## config.mk

```make
export PLATFORM = sky130hd
export DESIGN_NAME = waveform_peak_finder
export DESIGN_NICKNAME = d
export VERILOG_FILES = /design/src/rtl/wpf_pkg.sv /design/src/rtl/wpf_front.sv /design/src/rtl/wpf_queue.sv /design/src/rtl/wpf_back.sv /design/src/rtl/waveform_peak_finder.sv
export SDC_FILE = /design/constraint.sdc
export NUM_CORES = 1
export LEC_CHECK = 0
export BUFFER_PORTS_ARGS = -buffer_cell sky130_fd_sc_hd__buf_2
export CAP_MARGIN = 0
export CORE_UTILIZATION = 45
export CTS_BUF_LIST = sky130_fd_sc_hd__clkbuf_2 sky130_fd_sc_hd__clkbuf_4 sky130_fd_sc_hd__clkbuf_8
export DETAILED_ROUTE_END_ITERATION = 8
export SLEW_MARGIN = 10
export SYNTH_ARGS = -nofsm -noshare
export SYNTH_HDL_FRONTEND = slang
export SYNTH_SLANG_ARGS = --single-unit
```

## constraint.sdc

```tcl
create_clock -name i_clk -period 9.3 [get_ports i_clk]
set_input_delay 1.86 -clock i_clk [delete_from_list [all_inputs] [get_ports i_clk]]
set_output_delay 1.86 -clock i_clk [all_outputs]
set_load 0.005 [all_outputs]
```

## src/rtl/wpf_pkg.sv

```systemverilog
// Shared types and constants for the waveform peak finder.
package wpf_pkg;

    localparam int SAMPLE_W      = 10;
    localparam int THRESH_W      = 10;
    localparam int PERIOD_W      = 8;
    localparam int TIME_W        = 16;
    localparam int PEAK_IDX_W    = 8;   // holds any sample index up to 256 samples
    localparam int IN_TDATA_W    = 16;
    localparam int OUT_TDATA_W   = 32;
    localparam int CFG_IDX_W     = 1;
    localparam int CFG_DATA_W    = 10;
    localparam int MAX_SAMPLES_D = 16;
    localparam int QUEUE_DEPTH   = 4;

    typedef enum logic [CFG_IDX_W-1:0] {
        REG_THRESHOLD = 1'b0,
        REG_PERIOD    = 1'b1
    } t_cfg_reg;

    // Up to two peaks per input item: one closed by a rise, one closed by the last sample.
    typedef struct packed {
        logic                  close_valid;
        logic [PEAK_IDX_W-1:0] close_idx;
        logic [SAMPLE_W-1:0]   close_height;
        logic                  last_valid;
        logic [PEAK_IDX_W-1:0] last_idx;
        logic [SAMPLE_W-1:0]   last_height;
    } t_peak_cmd;

endpackage

```

## src/rtl/wpf_front.sv

```systemverilog
// Front end: accepts samples, tracks the open segment and issues peak commands.
module wpf_front
    import wpf_pkg::*;
#(
    parameter int MAX_SAMPLES = MAX_SAMPLES_D
) (
    input  logic                i_clk,
    input  logic                i_rst_n,
    input  logic                i_valid,
    output logic                o_ready,
    input  logic [SAMPLE_W-1:0] i_sample,
    input  logic                i_last,
    input  logic [THRESH_W-1:0] i_threshold,
    input  logic                i_queue_full,
    output logic                o_push,
    output t_peak_cmd           o_cmd
);

    localparam int IDX_W = (MAX_SAMPLES > 1) ? $clog2(MAX_SAMPLES) : 1;
    localparam logic [IDX_W-1:0] IDX_SAT = IDX_W'(MAX_SAMPLES - 1);

    logic [SAMPLE_W-1:0] r_prev, n_prev;
    logic [SAMPLE_W-1:0] r_max, n_max;
    logic [IDX_W-1:0]    r_max_idx, n_max_idx;
    logic [IDX_W-1:0]    r_count, n_count;
    logic                r_falling, n_falling;
    logic                r_open, n_open;

    logic                accept;
    logic                fall;
    logic                rise;
    logic                falling_now;
    logic                close;
    logic [SAMPLE_W-1:0] drop;
    logic [SAMPLE_W-1:0] climb;

    assign o_ready = !i_queue_full;
    assign accept  = i_valid && o_ready;

    always_comb begin
        drop        = r_prev - i_sample;
        climb       = i_sample - r_prev;
        fall        = (r_prev > i_sample) && (drop > i_threshold);
        rise        = (i_sample > r_prev) && (climb > i_threshold);
        falling_now = r_falling || fall;
        close       = r_open && falling_now && rise;

        n_prev    = r_prev;
        n_max     = r_max;
        n_max_idx = r_max_idx;
        n_falling = r_falling;
        n_open    = r_open;
        n_count   = r_count;

        o_cmd              = '0;
        o_cmd.close_valid  = close;
        o_cmd.close_idx    = PEAK_IDX_W'(r_max_idx);
        o_cmd.close_height = r_max;

        if (!r_open || close) begin
            n_prev    = i_sample;
            n_max     = i_sample;
            n_max_idx = r_count;
            n_falling = 1'b0;
            n_open    = 1'b1;
        end else begin
            if (i_sample > r_max) begin
                n_max     = i_sample;
                n_max_idx = r_count;
            end
            n_prev    = i_sample;
            n_falling = falling_now;
        end

        n_count = (r_count < IDX_SAT) ? r_count + 1'b1 : IDX_SAT;

        o_cmd.last_valid  = i_last;
        o_cmd.last_idx    = PEAK_IDX_W'(n_max_idx);
        o_cmd.last_height = n_max;

        if (i_last) begin
            n_open    = 1'b0;
            n_falling = 1'b0;
            n_count   = '0;
        end

        o_push = accept && (close || i_last);
    end

    always_ff @(posedge i_clk) begin
        if (!i_rst_n) begin
            r_prev    <= '0;
            r_max     <= '0;
            r_max_idx <= '0;
            r_count   <= '0;
            r_falling <= 1'b0;
            r_open    <= 1'b0;
        end else if (accept) begin
            r_prev    <= n_prev;
            r_max     <= n_max;
            r_max_idx <= n_max_idx;
            r_count   <= n_count;
            r_falling <= n_falling;
            r_open    <= n_open;
        end
    end

endmodule

```

## src/rtl/wpf_queue.sv

```systemverilog
// Short command queue between the front end and the output stage.
module wpf_queue
    import wpf_pkg::*;
(
    input  logic      i_clk,
    input  logic      i_rst_n,
    input  logic      i_push,
    input  t_peak_cmd i_cmd,
    output logic      o_full,
    input  logic      i_pop,
    output logic      o_valid,
    output t_peak_cmd o_cmd
);

    localparam int PTR_W = $clog2(QUEUE_DEPTH);
    localparam int CNT_W = $clog2(QUEUE_DEPTH + 1);
    localparam logic [CNT_W-1:0] CNT_FULL = CNT_W'(QUEUE_DEPTH);

    t_peak_cmd        r_mem [QUEUE_DEPTH];
    logic [PTR_W-1:0] r_wr_ptr;
    logic [PTR_W-1:0] r_rd_ptr;
    logic [CNT_W-1:0] r_count;
    logic             do_pop;

    assign o_full  = (r_count == CNT_FULL);
    assign o_valid = (r_count != '0);
    assign o_cmd   = r_mem[r_rd_ptr];
    assign do_pop  = i_pop && o_valid;

    always_ff @(posedge i_clk) begin
        if (i_push) begin
            r_mem[r_wr_ptr] <= i_cmd;
        end
    end

    always_ff @(posedge i_clk) begin
        if (!i_rst_n) begin
            r_wr_ptr <= '0;
            r_rd_ptr <= '0;
            r_count  <= '0;
        end else begin
            if (i_push) begin
                r_wr_ptr <= r_wr_ptr + 1'b1;
            end
            if (do_pop) begin
                r_rd_ptr <= r_rd_ptr + 1'b1;
            end
            if (i_push && !do_pop) begin
                r_count <= r_count + 1'b1;
            end else if (do_pop && !i_push) begin
                r_count <= r_count - 1'b1;
            end
        end
    end

endmodule

```

## src/rtl/wpf_back.sv

```systemverilog
// Output stage: unrolls peak commands, scales time and drives the result stream.
module wpf_back
    import wpf_pkg::*;
(
    input  logic                i_clk,
    input  logic                i_rst_n,
    input  logic                i_cmd_valid,
    input  t_peak_cmd           i_cmd,
    output logic                o_pop,
    input  logic [PERIOD_W-1:0] i_period,
    output logic                o_valid,
    input  logic                i_ready,
    output logic [TIME_W-1:0]   o_time,
    output logic [SAMPLE_W-1:0] o_height,
    output logic                o_last
);

    t_peak_cmd             r_cmd;
    logic                  r_has_close;
    logic                  r_has_last;
    logic                  r_out_valid;
    logic [TIME_W-1:0]     r_out_time;
    logic [SAMPLE_W-1:0]   r_out_height;
    logic                  r_out_last;

    logic                  have;
    logic                  out_load;
    logic                  cmd_done;
    logic [PEAK_IDX_W-1:0] rec_idx;
    logic [SAMPLE_W-1:0]   rec_height;
    logic [TIME_W-1:0]     rec_time;

    always_comb begin
        have       = r_has_close || r_has_last;
        rec_idx    = r_has_close ? r_cmd.close_idx : r_cmd.last_idx;
        rec_height = r_has_close ? r_cmd.close_height : r_cmd.last_height;
        rec_time   = TIME_W'(rec_idx * i_period);
        out_load   = have && (!r_out_valid || i_ready);
        // done when no peak is pending, or once the only (or second) pending peak moves to the output register
        cmd_done   = !have || (out_load && !(r_has_close && r_has_last));
        o_pop      = cmd_done && i_cmd_valid;
    end

    always_ff @(posedge i_clk) begin
        if (o_pop) begin
            r_cmd <= i_cmd;
        end
        if (out_load) begin
            r_out_time   <= rec_time;
            r_out_height <= rec_height;
            r_out_last   <= !r_has_close;
        end
    end

    always_ff @(posedge i_clk) begin
        if (!i_rst_n) begin
            r_has_close <= 1'b0;
            r_has_last  <= 1'b0;
            r_out_valid <= 1'b0;
        end else begin
            if (o_pop) begin
                r_has_close <= i_cmd.close_valid;
                r_has_last  <= i_cmd.last_valid;
            end else if (out_load) begin
                if (r_has_close) begin
                    r_has_close <= 1'b0;
                end else begin
                    r_has_last <= 1'b0;
                end
            end
            if (out_load) begin
                r_out_valid <= 1'b1;
            end else if (i_ready) begin
                r_out_valid <= 1'b0;
            end
        end
    end

    assign o_valid  = r_out_valid;
    assign o_time   = r_out_time;
    assign o_height = r_out_height;
    assign o_last   = r_out_last;

    a_no_empty_cmd: assert property (@(posedge i_clk) disable iff (!i_rst_n)
        o_pop |-> (i_cmd.close_valid || i_cmd.last_valid))
        else $error("empty peak command taken from queue");

    a_close_not_last: assert property (@(posedge i_clk) disable iff (!i_rst_n)
        (out_load && r_has_close) |=> (r_out_valid && !r_out_last))
        else $error("rise-closed peak marked as final");

    a_last_marked: assert property (@(posedge i_clk) disable iff (!i_rst_n)
        (out_load && !r_has_close && r_has_last) |=> (r_out_valid && r_out_last))
        else $error("final peak not marked");

endmodule

```

## src/rtl/waveform_peak_finder.sv

```systemverilog
// Top level of the waveform peak finder: config registers and stream ports.
// Takes one sample per clock while the command queue is not full. Each peak result passes
// through the command queue write, the command register in the output stage and the
// output register with the index-times-period multiply. A sample that closes a
// peak by a rise and is also the last sample yields two results, which the single output
// register sends one after the other; the four-entry command queue absorbs
// that and any output stall, and the input stalls only when the queue is full.
// The config port is always ready; write it only while the block is idle.
module waveform_peak_finder
    import wpf_pkg::*;
#(
    parameter int MAX_SAMPLES = MAX_SAMPLES_D
) (
    input  logic                   i_clk,
    input  logic                   i_rst_n,
    input  logic                   i_s_tvalid,
    output logic                   o_s_tready,
    input  logic [IN_TDATA_W-1:0]  i_s_tdata,   // [9:0] adc_sample
    input  logic                   i_s_tlast,   // last_sample
    output logic                   o_m_tvalid,
    input  logic                   i_m_tready,
    output logic [OUT_TDATA_W-1:0] o_m_tdata,   // [15:0] peak_time, [25:16] peak_height
    output logic                   o_m_tlast,   // last_peak
    input  logic                   i_cfg_valid,
    output logic                   o_cfg_ready,
    input  logic [CFG_IDX_W-1:0]   i_cfg_index,
    input  logic [CFG_DATA_W-1:0]  i_cfg_data
);

    logic [THRESH_W-1:0] r_threshold;
    logic [PERIOD_W-1:0] r_period;

    logic                push;
    logic                queue_full;
    logic                pop;
    logic                cmd_valid;
    t_peak_cmd           cmd_in;
    t_peak_cmd           cmd_out;
    logic [TIME_W-1:0]   peak_time;
    logic [SAMPLE_W-1:0] peak_height;

    assign o_cfg_ready = 1'b1;

    always_ff @(posedge i_clk) begin
        if (!i_rst_n) begin
            r_threshold <= THRESH_W'(12);
            r_period    <= PERIOD_W'(20);
        end else if (i_cfg_valid) begin
            unique case (t_cfg_reg'(i_cfg_index))
                REG_THRESHOLD: r_threshold <= i_cfg_data[THRESH_W-1:0];
                REG_PERIOD:    r_period    <= i_cfg_data[PERIOD_W-1:0];
                default:       ;
            endcase
        end
    end

    wpf_front #(
        .MAX_SAMPLES (MAX_SAMPLES)
    ) u_front (
        .i_clk        (i_clk),
        .i_rst_n      (i_rst_n),
        .i_valid      (i_s_tvalid),
        .o_ready      (o_s_tready),
        .i_sample     (i_s_tdata[SAMPLE_W-1:0]),
        .i_last       (i_s_tlast),
        .i_threshold  (r_threshold),
        .i_queue_full (queue_full),
        .o_push       (push),
        .o_cmd        (cmd_in)
    );

    wpf_queue u_queue (
        .i_clk   (i_clk),
        .i_rst_n (i_rst_n),
        .i_push  (push),
        .i_cmd   (cmd_in),
        .o_full  (queue_full),
        .i_pop   (pop),
        .o_valid (cmd_valid),
        .o_cmd   (cmd_out)
    );

    wpf_back u_back (
        .i_clk       (i_clk),
        .i_rst_n     (i_rst_n),
        .i_cmd_valid (cmd_valid),
        .i_cmd       (cmd_out),
        .o_pop       (pop),
        .i_period    (r_period),
        .o_valid     (o_m_tvalid),
        .i_ready     (i_m_tready),
        .o_time      (peak_time),
        .o_height    (peak_height),
        .o_last      (o_m_tlast)
    );

    assign o_m_tdata = {(OUT_TDATA_W - TIME_W - SAMPLE_W)'(0), peak_height, peak_time};

endmodule
```

After elaboration in Yosys (flattened, before gate mapping)

Memory sizes are Yosys's and may differ from the RTL's. A register that Yosys moved wholly into a read port is not among the register bits.
Cells that the tools add are included.

Flip-flop bits (word level): 121
Latch bits: 0
Memory bits (writable): 120
ROM bits: 0
Input port bits: 33
Output and inout port bits: 36
Word-level logic and storage cells: 100
Memories kept: 1

Add/subtract/negate cells: 7
Multipliers: 1
Divide/modulo/power cells: 0
$lt $le $gt $ge: 6
Eq/ne operators: 2
Shift operators: 0
Mux-type cells: 25
Bitwise operators: 1
Reductions and logical operators: 36

Memory list:

| name          | words | bits a word | read ports | clocked after memory_dff | write ports | RTL line        | text |
|---|---|---|---|---|---|---|---|
| u_queue.r_mem | 4     | 30          | 1          | 1                        | 1           | wpf_queue.sv:19 | `t_peak_cmd r_mem [QUEUE_DEPTH];` |

Operators with widths:

| operator                                           | number |
|---|---|
| greater-than comparator 10 bit                     | 5 |
| two-way mux 10 bit                                 | 3 |
| subtractor 10 bit                                  | 2 |
| multiplier 8 x 8 -> 16 bit                         | 1 |
| two-way mux 4 bit                                  | 4 |
| logical AND 1 bit                                  | 13 |
| two-way mux 1 bit                                  | 13 |
| logical NOT 1 bit                                  | 8 |
| two-way mux 8 bit                                  | 1 |
| AND reduction 2 bit                                | 4 |
| nonzero test 2 bit                                 | 4 |
| logical OR 1 bit                                   | 6 |
| two-way mux 3 bit                                  | 2 |
| adder 2 x 1 -> 2 bit (second input constant)       | 2 |
| adder 4 x 1 -> 4 bit (second input constant)       | 1 |
| less-than comparator 4 bit (second input constant) | 1 |
| two-way mux 2 bit                                  | 2 |
| adder 3 x 1 -> 3 bit (second input constant)       | 1 |
| == test 3 bit (second input constant)              | 1 |
| nonzero test 3 bit                                 | 1 |
| subtractor 3 x 1 -> 3 bit (second input constant)  | 1 |
| != test 2 bit (second input constant)              | 1 |
| inverter 1 bit                                     | 1 |

Logic depth before layout (Yosys ltp)

Gate-level depths: netlist (run 1).

Depth after elaboration: 12
Mapped depth: 24
Mapped depth without buffers: 23

Hierarchy

A second synthesis (run 1) with hierarchy kept.

Cell total of the unflattened synthesis: 1059
Area total of the unflattened synthesis: 14312.5 um^2

Modules (own cells, without submodules):

| module               | times used | cells each | area an instance (um^2) | seq. area each (um^2) |
|---|---|---|---|---|
| wpf_queue            | 1          | 241        | 5958.2                  | 4744.6 |
| wpf_back             | 1          | 344        | 4415.5                  | 1951.9 |
| wpf_front            | 1          | 390        | 3149.3                  | 600.6 |
| waveform_peak_finder | 1          | 84         | 789.5                   | 360.3 |

Least setup slack after synthesis (run 1)

No wires, ideal clock.

Path kind: input to register
From: input port i_s_tdata[2]
To: register u_queue.r_count[2]
Setup time: 76 ps
Arrival time: 6301 ps
Data required time: 9224 ps
Slack: 2923 ps
Stages on the path: 23
Path buffers: 2
Cells stage by stage: inv_1 -> ha_1 -> buf_2 -> inv_1 -> o21bai_1 -> a21o_1 -> a21o_1 -> a221oi_1 -> xnor2_1 -> ha_1 -> nand4_1 -> or2_0 -> o221a_1 -> a2111o_1 -> nor2b_1 -> o21a_1 -> clkbuf_1 -> ha_1 -> inv_1 -> fa_1 -> xor2_1 -> or3_1 -> a21boi_0

RTL lines:

| what                   | RTL line                   | text |
|---|---|---|
| start: declaration     | waveform_peak_finder.sv:18 | `input logic [IN_TDATA_W-1:0] i_s_tdata,` |
| end signal: assignment | wpf_queue.sv:49            | `r_count <= r_count + 1'b1;` |
| end signal: assignment | wpf_queue.sv:51            | `r_count <= r_count - 1'b1;` |
| end: declaration       | wpf_queue.sv:22            | `logic [CNT_W-1:0] r_count;` |

==> impl_metrics.ini, run 1 <==
[run_status]
status = complete, no violations

[placement]
dp_hpwl_um = 14500
numPortBuffers = 53
routabilityCongestion = 0.804
dpl_cell_area_um2 = 12200

[global_route]
grt_pass1_vias = 6739
grt_pass1_wl_um = 35400
antenna_found_initial = 1
track_usage_pct = 17.4
grt_max_degree = 76
overflow = 0

[setup_path]
r2r-start = u_front.r_prev[0]
arrival_ps = 7030
critical-path-top-delay-family = compound AO/OA/AOI/OAI gates
critPathLaunch = i_s_tdata[1]
cp-start-kind = primary input
critPathKind = in -> reg
cp_max_fo = 7
slowest_delay_ps = 420
required_ps = 9760
path_common_cell = ha_1
slowest_stage = a2111o_1
critPathBufInv = 3
cp-end-kind = register
path_cells = buf_2 > inv_1 > ha_1 > a21oi_1 > o21bai_1 > a21o_1 > a21o_1 > a221oi_1 > xnor2_1 > ha_1 > nand4_1 > or2_0 > o221a_1 > a2111o_1 > nor2b_1 > o21a_1 > ha_1 > inv_1 > fa_1 > xor2_1 > or3_1 > a21boi_0

[synth]
yosysSeqAreaShare_pct = 55.1
yosys_warnings = 0
ys_types = 59
synth_seq_cells = 233
synth_cells = 912
synth_area_um2 = 11600
async_flop_share_pct = 0
synthFlopType = edfxtp_1
synth_edf_count = 173
avgSynthCellArea_um2 = 12.7

[power_and_ir_drop]
combPwrFrac_pct = 28.2
switching_share_pct = 29.9
p_leak_uw = 0.00515
cellPowerDensity_nw_per_um2 = 259
seq_power_share_pct = 43.1
peakVddDrop_mv = 0.155
switchingPower_uw = 1010
pwr-share-clk_pct = 28.7
internal-power_uw = 2360

[job]
drv_cap = 0

[clocking]
clock_latency_ps = 540
cts_resized = 0
root_buffer = clkbuf_8
clock-sinks = 233
ctsHoldBuffers = 0
tritoncts = yes
numCtsBuffers = 40
htreeDepth = 2
post_cts_buffers = 0
clk_pin_slew_ps = 60
clock_path_buffers = 3

[timing]
relSlewSlack_pct = 34.4
setup_viol = 0
post-route-period-util_pct = 70.6
hold_viol_final = 0
tns_ps = 0
timing.fmax_mhz = 152
rsz0062_at_grt = no
slew_viol_final = 0
tightest_slew_ps = 984
fin_skew_ps = 33.7
period_needed_ps = 6570

[final_layout]
diodes = 0
layout_commonest_cell = edfxtp_1
syn_to_final_growth_pct = 12.2
drive_above_1_share_pct = 18.4
fin_nets = 1119
final_cell_mix = edfxtp_1, nand2_1, ha_1
stdcell_area_um2 = 13000

[detailed_routing]
vias = 6806
vias_per_cell = 5.08
postRouteAntennaNets = 0
wirelength_um = 22000
first_iter_violations = 443
dr.pass1.iters = 4
wl_per_cell_um = 16.4
drcViolationCount = 0

[floorplan]
die-area_um2 = 26400
die_y_um = 163
start_util_pct = 46.0
core_area_um2 = 25300
rows = 58
pin_count = 69
die_w_um = 163

[worst_hold_path]
worstHoldPathType = reg -> reg
hp-start = r_threshold[7]
-- through the flow --
stage                     power (µW)  utilization [%]  setup slack, ps  instances  hold slack, ps
after CTS                       3430             51.6             2750       1341             473
after floorplan                 2160                -             2920        919             443
final                           3380             51.6             2730       1341             471
after detailed placement        2450             48.2             2200       1268             464
after global placement          2430             48.2             2230       1268             458
after global routing            3600             51.6             2410       1341             482
-- final timing paths --
path                         to  slack (ps)  cells after the start
max reg2reg  u_queue.r_count[2]        3980                     23
min              r_threshold[7]         470                      2
min reg2reg      r_threshold[7]         470                      2
max          u_queue.r_count[2]        2730                     22
-- cells in the mapped netlist, types with 6 or more instances --
library cell  number  area (µm²)
nor2b_1           19         119
mux2i_1           18         180
xor2_1             8        70.1
nor2_1            20        75.1
nand3_1            9        45.0
nand2_1          116         435
mux2_2            19         214
mux4_2            30         676
inv_1             87         327
dfxtp_1           60        1200
o21ai_0           21         105
fa_1              15         300
nand4_1            7        43.8
buf_1              7        26.3
buf_4              9        67.6
a21boi_0          28         210
and2_1            26         163
a21o_1            14         105
xnor2_1           17         149
clkbuf_1          20        75.1
o21bai_1           6        45.0
edfxtp_1         173        5190
ha_1              91        1140
a21oi_1           26         130
-- registers in the layout, summed over array words and instances (netlist names), named ones only --
name,count
u_queue.r_mem,120
u_back.r_cmd,28
u_back.o_time,14
r_threshold,10
u_back.o_height,10
u_front.r_max,10
u_front.r_prev,10
r_period,8
u_front.r_count,4
u_front.r_max_idx,4
u_queue.r_count,3
u_queue.r_rd_ptr,2
u_queue.r_wr_ptr,2
u_back.o_last,1
u_back.o_valid,1
u_back.r_has_close,1
u_back.r_has_last,1
u_front.r_falling,1
u_front.r_open,1
-- layout make-up --
class / instances / area (µm²)
clock buffers: 62 / 741
clock inverters: 11 / 114
fillers: 2212 / 12200
inverters: 87 / 327
multi-input cells: 555 / 4690
flip-flops and latches: 233 / 6400
well taps: 330 / 413
repair buffers: 63 / 340
-- worst reg2reg max path: cells and delay by family (launching register included) --
| family | cells | cell delay, ps |
|---|---|---|
| AOI/OAI and AO/OA | 7 | 1690 |
| adders and majority gates | 5 | 1440 |
| and+or+nand+nor | 6 | 1380 |
| DFF | 1 | 320 |
| xor gates and xnor gates | 2 | 270 |
| buffers and inverters | 3 | 180 |
-- per-layer routing --
layer	global-route usage (%)	routed length (µm)	up-vias
met5	0	11	-
met4	4.89	376	2
met3	3.21	920	33
met2	29.7	10900	131
met1	22.6	9850	3256
li1	-	-	3384
-- kinds of logic (layout without fill, tap and decap cells) --
| kind of cell | after synthesis | after routing | share of synthesized area (%) |
|---|---|---|---|
| flops | 233 | 233 | 55.1 |
| simple gates | 218 | 218 | 8.75 |
| buf+inv | 131 | 223 | 4.80 |
| compound gates | 129 | 129 | 7.71 |
| fa+ha+maj | 107 | 107 | 12.5 |
| mux | 67 | 67 | 9.22 |
| xor+xnor | 25 | 25 | 1.89 |
| other cells | 2 | 9 | 0.0647 |
-- power by group through the flow --
stage | Clock [µW] | Combinational (µW) | Sequential (µW)
floorplan | 0 | 708 | 1450
global placement | 0 | 953 | 1480
detailed placement | 0 | 969 | 1480
CTS | 995 | 973 | 1460
global route | 1040 | 1080 | 1480
finish | 968 | 951 | 1460
Power figures use the tool's default switching activity.
==> run 2: changes to the inputs <==
==> constraint.sdc (replaced) <==
create_clock -name i_clk -period 6.5 [get_ports i_clk]
set_input_delay 1.3 -clock i_clk [delete_from_list [all_inputs] [get_ports i_clk]]
set_output_delay 1.3 -clock i_clk [all_outputs]
set_load 0.005 [all_outputs]
==> run 2 against run 1 <==
Clock power up 43%. Non-clock buffer count increased by 9. Highest routed layer unchanged. Utilization up 0.49 points. Sequential share of layout area fell by 0.46 points. Flip-flop and latch count unchanged. Register-to-register slack got worse by 2800 ps. Global-route usage up 0.18 points.
==> impl_metrics.ini, run 2 (synthesized netlist as in run 1, its figures left out) <==
[detailed_routing]
wirelength_um = 22400
postRouteAntennaNets = 0
dr.pass1.iters = 4
wl_per_cell_um = 16.5
first_iter_violations = 300
vias = 6907
drcViolationCount = 0
vias_per_cell = 5.11

[power_and_ir_drop]
cellPowerDensity_nw_per_um2 = 369
peakVddDrop_mv = 0.218
total_power_uw = 4850
p_leak_uw = 0.00522

[setup_path]
worstRegToRegCells = 17
slowest_delay_ps = 420
cp_max_fo = 5
path_cells = buf_2 > ha_1 > inv_1 > fa_1 > a21oi_1 > nor2_1 > nor3_1 > o21bai_1 > a21oi_1 > xnor2_1 > ha_1 > nand4_1 > or2_0 > o221a_1 > a2111o_1 > nor2b_1 > o21a_1 > ha_1 > inv_1 > fa_1 > xor2_1 > or3_1 > a21boi_0
r2r_end = u_back.o_time[12]
regToRegSetupSlack_ps = 1190
path_common_cell = ha_1
critPathBufInv = 3
required_ps = 6970
critical-path-top-delay-family = compound AO/OA/AOI/OAI gates
arrival_ps = 6110
cp-start-kind = primary input
cp-end-kind = register
critPathKind = in -> reg
slowest_stage = a2111o_1
r2r-start = u_back.r_has_close

[placement]
routabilityCongestion = 0.789
dpl.cell_count = 1277
dp_hpwl_um = 14900
dpl_cell_area_um2 = 12300
numPortBuffers = 53

[floorplan]
rows = 58
core_area_um2 = 25300
start_util_pct = 46.0
die_y_um = 163
die-area_um2 = 26400
pin_count = 69
die_w_um = 163

[global_route]
grt_pass1_wl_um = 35900
grt_pass1_vias = 6781
overflow = 0
grt_max_degree = 76
antenna_found_initial = 1
track_usage_pct = 17.6

[clocking]
clk_pin_slew_ps = 50
tritoncts = yes
clock_path_buffers = 3
post_cts_buffers = 0
numCtsBuffers = 40
clock-sinks = 233
cts_resized = 0
root_buffer = clkbuf_8
htreeDepth = 2
ctsHoldBuffers = 0
clock_latency_ps = 570

[timing]
post-route-period-util_pct = 86.7
tns_ps = 0
hold_viol_final = 0
rsz0062_at_grt = no
relSlewSlack_pct = 41.8
slew_viol_final = 0
setup_viol = 0
period_needed_ps = 5640
tightest_slew_ps = 873
timing.fmax_mhz = 177
fin_skew_ps = 38.1
hold_slack_ps = 475

[final_layout]
final_cell_mix = edfxtp_1, nand2_1, ha_1
layout_commonest_cell = edfxtp_1
final_cells = 1351
multiInputGateArea_um2 = 4690
fill_cells = 2186
largest_reg_flops = 120
fin_nets = 1128
seq_area_um2 = 6400
stdcell_area_um2 = 13100
syn_to_final_growth_pct = 13.2
drive_above_1_share_pct = 19.5
diodes = 0
regMostFlops = u_queue.r_mem

[worst_hold_path]
hold_depth = 2
hold_end = r_threshold[8]
worstHoldPathType = reg -> reg
hp-start = r_threshold[8]

[job]
drv_cap = 0

[run_status]
status = complete, no violations
[run 2: cell count changes in the layout (fill, tap and decap cells not counted)]
cell        previous run  this run
clkinv_8               1         0
inv_8                  0         1
bufinv_16              2         1
buf_4                 10        15
clkinv_2               2         5
buf_12                 0         4
clkbuf_8              44        46
clkinv_1               5         2
clkinvlp_4             0         1
clkbuf_4              18        16
inv_12                 0         1
[run 2: layer usage]
metal,routed length [µm],GRT usage (%)
met1,10300,23.2
met5,12,0
met3,930,3.18
met4,367,4.89
met2,10800,29.6
[run 2: final cells by class]
cell class / count / area share, %
Clock buffer: 62 / 5.73
Inverter: 87 / 2.48
Timing Repair Buffer: 72 / 3.48
Multi-Input combinational cell: 555 / 35.7
Clock inverter: 12 / 0.809
Tap cell: 330 / 3.14
Sequential cell: 233 / 48.7
[run 2: how the worst max path moves through the flow]
stage                             from                 end  slack (ps)  cells past startpoint
after floorplan           i_s_tdata[2]  u_queue.r_count[2]         680                     23
after global placement    i_s_tdata[0]  u_queue.r_count[2]         390                     23
after detailed placement  i_s_tdata[0]  u_queue.r_count[2]         300                     23
after CTS                 i_s_tdata[0]  u_queue.r_count[2]         860                     23
after global routing      i_s_tdata[0]  u_queue.r_count[2]         430                     24
final                     i_s_tdata[0]  u_queue.r_count[2]         860                     23
[run 2: tightest hold or removal path: cells and delay by family, from the launching register on]
family / cells / cell delay (ps)
flip-flops: 1 / 300
AO/OA/AOI/OAI: 1 / 70
AND/OR/NAND/NOR: 1 / 50
[run 2: power by group]
part	switching, µW	total (µW)	internal [µW]	leakage (µW)
Sequential	120	2090	1970	0.00212
Combinational	758	1380	623	0.00264
Clock	588	1380	790	0.000459
Total	1470	4850	3380	0.00522
[run 2: stage by stage]
stage	setup WS, ps	util, %
4_1_cts	859	52.0
3_3_place_gp	389	48.6
3_5_place_dp	298	48.6
6_report	862	52.0
5_1_grt	427	52.0
2_1_floorplan	683	-
==> run 3: changes to the inputs <==
--- a/config.mk
+++ b/config.mk
@@ -13,4 +13,5 @@
 export SLEW_MARGIN = 10
 export SYNTH_ARGS = -nofsm -noshare
 export SYNTH_HDL_FRONTEND = slang
+export SYNTH_HIERARCHICAL = 1
 export SYNTH_SLANG_ARGS = --single-unit
==> run 3 against run 2 <==
Worst hold slack worse by 14 ps. Count of clock-buffer cells in the layout up 9. Sequential share of layout area down 0.39 points. Die area up 23%. Final cell count up 17%. Critical endpoint is now u_queue/r_count[2].
==> impl_metrics.ini, run 3 <==
[run_status]
status = complete, no violations

[power_and_ir_drop]
internal-power_uw = 4100
pwr-share-clk_pct = 24.7
peakVddDrop_mv = 0.265
switching_share_pct = 33.3
switchingPower_uw = 2050
seq_power_share_pct = 39.1
p_leak_uw = 0.00624
combPwrFrac_pct = 36.3
cellPowerDensity_nw_per_um2 = 388

[final_layout]
final_cells = 1576
stdcell_area_um2 = 15900
diodes = 0
final_cell_mix = edfxtp_1, nand2_1, inv_1
fin_nets = 1305
post-route-util_pct = 51.3
drive_above_1_share_pct = 20.6
regMostFlops = u_queue/r_mem
largest_reg_flops = 152
syn_to_final_growth_pct = 10.8
layout_commonest_cell = edfxtp_1

[setup_path]
arrival_ps = 6060
r2r-start = u_front/r_prev[1]
cp-end-kind = register
path_cells = buf_2 > inv_1 > ha_1 > a21oi_1 > o21bai_1 > a21o_1 > a21o_1 > a221oi_1 > xnor2_1 > ha_1 > nand4_1 > a211oi_1 > a211oi_1 > nor4b_2 > and3_1 > nor2_1 > nor2_1 > ha_1 > inv_1 > fa_1 > xor2_1 > or3_1 > a21boi_0
required_ps = 6990
cp_max_fo = 7
worstRegToRegCells = 21
cp-start-kind = primary input
regToRegSetupSlack_ps = 1610
slowest_delay_ps = 370
slowest_stage = nor4b_2
r2r_end = u_queue/r_count[2]
path_common_cell = ha_1
critPathKind = in -> reg

[synth]
synth_seq_cells = 275
synth_area_um2 = 14300
synthFlopType = edfxtp_1
synthTopCellsByArea = edfxtp_1, dfxtp_1, ha_1
synth_edf_count = 215
synth.most_common_cell = edfxtp_1
ys_types = 72
synth_cells = 1059
yosys_warnings = 6
netlist_top_cells_count = edfxtp_1, nand2_1, inv_1
yosysSeqAreaShare_pct = 53.5
avgSynthCellArea_um2 = 13.5
netlist.area_leader.share_pct = 45.1
async_flop_share_pct = 0
synth_largest_area_cell = edfxtp_1

[timing]
relSlewSlack_pct = 44.1
tns_ps = 0
timing.fmax_mhz = 180
period_needed_ps = 5570
slew_viol_final = 0
setup_viol = 0
hold_viol_final = 0
tightest_slew_ps = 839
fin_skew_ps = 33.9
post-route-period-util_pct = 85.6
rsz0062_at_grt = no

[worst_hold_path]
hold_end = r_threshold[8]
hp-start = r_threshold[8]
hold_depth = 2
worstHoldPathType = reg -> reg

[clocking]
htreeDepth = 2
cts_resized = 0
clock-sinks = 275
ctsHoldBuffers = 0
clock_path_buffers = 3
clk_pin_slew_ps = 60
tritoncts = yes
numCtsBuffers = 46
clock_latency_ps = 570
post_cts_buffers = 0
root_buffer = clkbuf_8

[detailed_routing]
dr.pass1.iters = 7
vias_per_cell = 5.13
first_iter_violations = 312
drcViolationCount = 0
vias = 8078
postRouteAntennaNets = 0
wl_per_cell_um = 17.4
wirelength_um = 27500

[floorplan]
die_w_um = 180
die-area_um2 = 32500
rows = 64
pin_count = 69
start_util_pct = 46.3
core_area_um2 = 30900
die_y_um = 180

[job]
drv_cap = 0

[global_route]
grt_pass1_vias = 8365
grt_max_degree = 83
grt_pass1_wl_um = 44200
overflow = 0
track_usage_pct = 17.3
antenna_found_initial = 0

[placement]
dpl.cell_count = 1490
numPortBuffers = 55
dp_hpwl_um = 18400
dpl_cell_area_um2 = 14900
routabilityCongestion = 0.844
-- run 3: cell types whose count changed after synthesis, moves of 8 or more --
cell / previous run / this run
nand2_1: 116 / 106
mux2i_1: 18 / 31
mux4_2: 30 / 38
buf_4: 9 / 24
edfxtp_1: 173 / 215
clkbuf_1: 20 / 9
nor2b_1: 19 / 34
a21boi_0: 28 / 13
fa_1: 15 / 39
inv_1: 87 / 104
-- run 3: kinds of logic (layout without fill, tap and decap cells) --
kind of cell	after synthesis	in the layout	synth area share [%]
mux	90	90	9.96
buf+inv	154	263	5.50
flops	275	275	53.5
other cells	3	15	0.0787
compound gates	126	126	6.60
xor+xnor	32	32	1.96
simple gates	249	249	9.00
fa+ha+maj	130	130	13.4
-- run 3: per-layer routing --
layer	global-route usage, %	wire [µm]	part of all wire [%]	vias to the layer above
li1	-	-	-	3925
met1	22.7	12400	45	3949
met2	29.7	13400	49	152
met3	2.71	1110	4.0	52
met4	5.16	567	2.1	0
met5	0	0	0	-
-- run 3: area by class of cell --
cell class	instances	area, µm²
fill	2748	15100
sequential	275	7660
multi-input combinational	642	5920
clock buffer	71	846
tap	396	495
timing repair buffer	73	460
inverter	104	390
clock inverter	15	86.3
-- run 3: worst max path at each step --
stage	slack (ps)	start	endpoint
2_1_floorplan	900	i_s_tdata[2]	u_queue/r_mem[0][0]
3_3_place_gp	450	i_s_tdata[1]	u_queue/r_count[2]
3_5_place_dp	370	i_s_tdata[1]	u_queue/r_count[2]
4_1_cts	940	i_s_tdata[1]	u_queue/r_count[2]
5_1_grt	470	i_s_tdata[1]	u_queue/r_count[2]
6_report	930	i_s_tdata[1]	u_queue/r_count[2]
-- run 3: power by group through the flow --
stage	Clock (µW)	Sequential [µW]	Combinational, µW
detailed placement	0	2440	2270
global route	1640	2430	2530
CTS	1560	2410	2280
floorplan	0	2430	1740
finish	1520	2400	2230
global placement	0	2430	2240
-- run 3: metrics by stage --
step	setup WS (ps)	hold WS, ps	total power (µW)
after floorplan	901	435	4170
after CTS	942	461	6250
after global routing	467	468	6600
after global placement	447	445	4670
after detailed placement	373	449	4710
final	933	462	6150
-- run 3: critical path: cells and delay by family --
| kind | cells | cell delay [ps] |
|---|---|---|
| buffers and inverters | 3 | 370 |
| adders and majority gates | 4 | 1230 |
| and+or+nand+nor | 6 | 1390 |
| AOI/OAI and AO/OA | 8 | 1470 |
| xor gates and xnor gates | 2 | 300 |
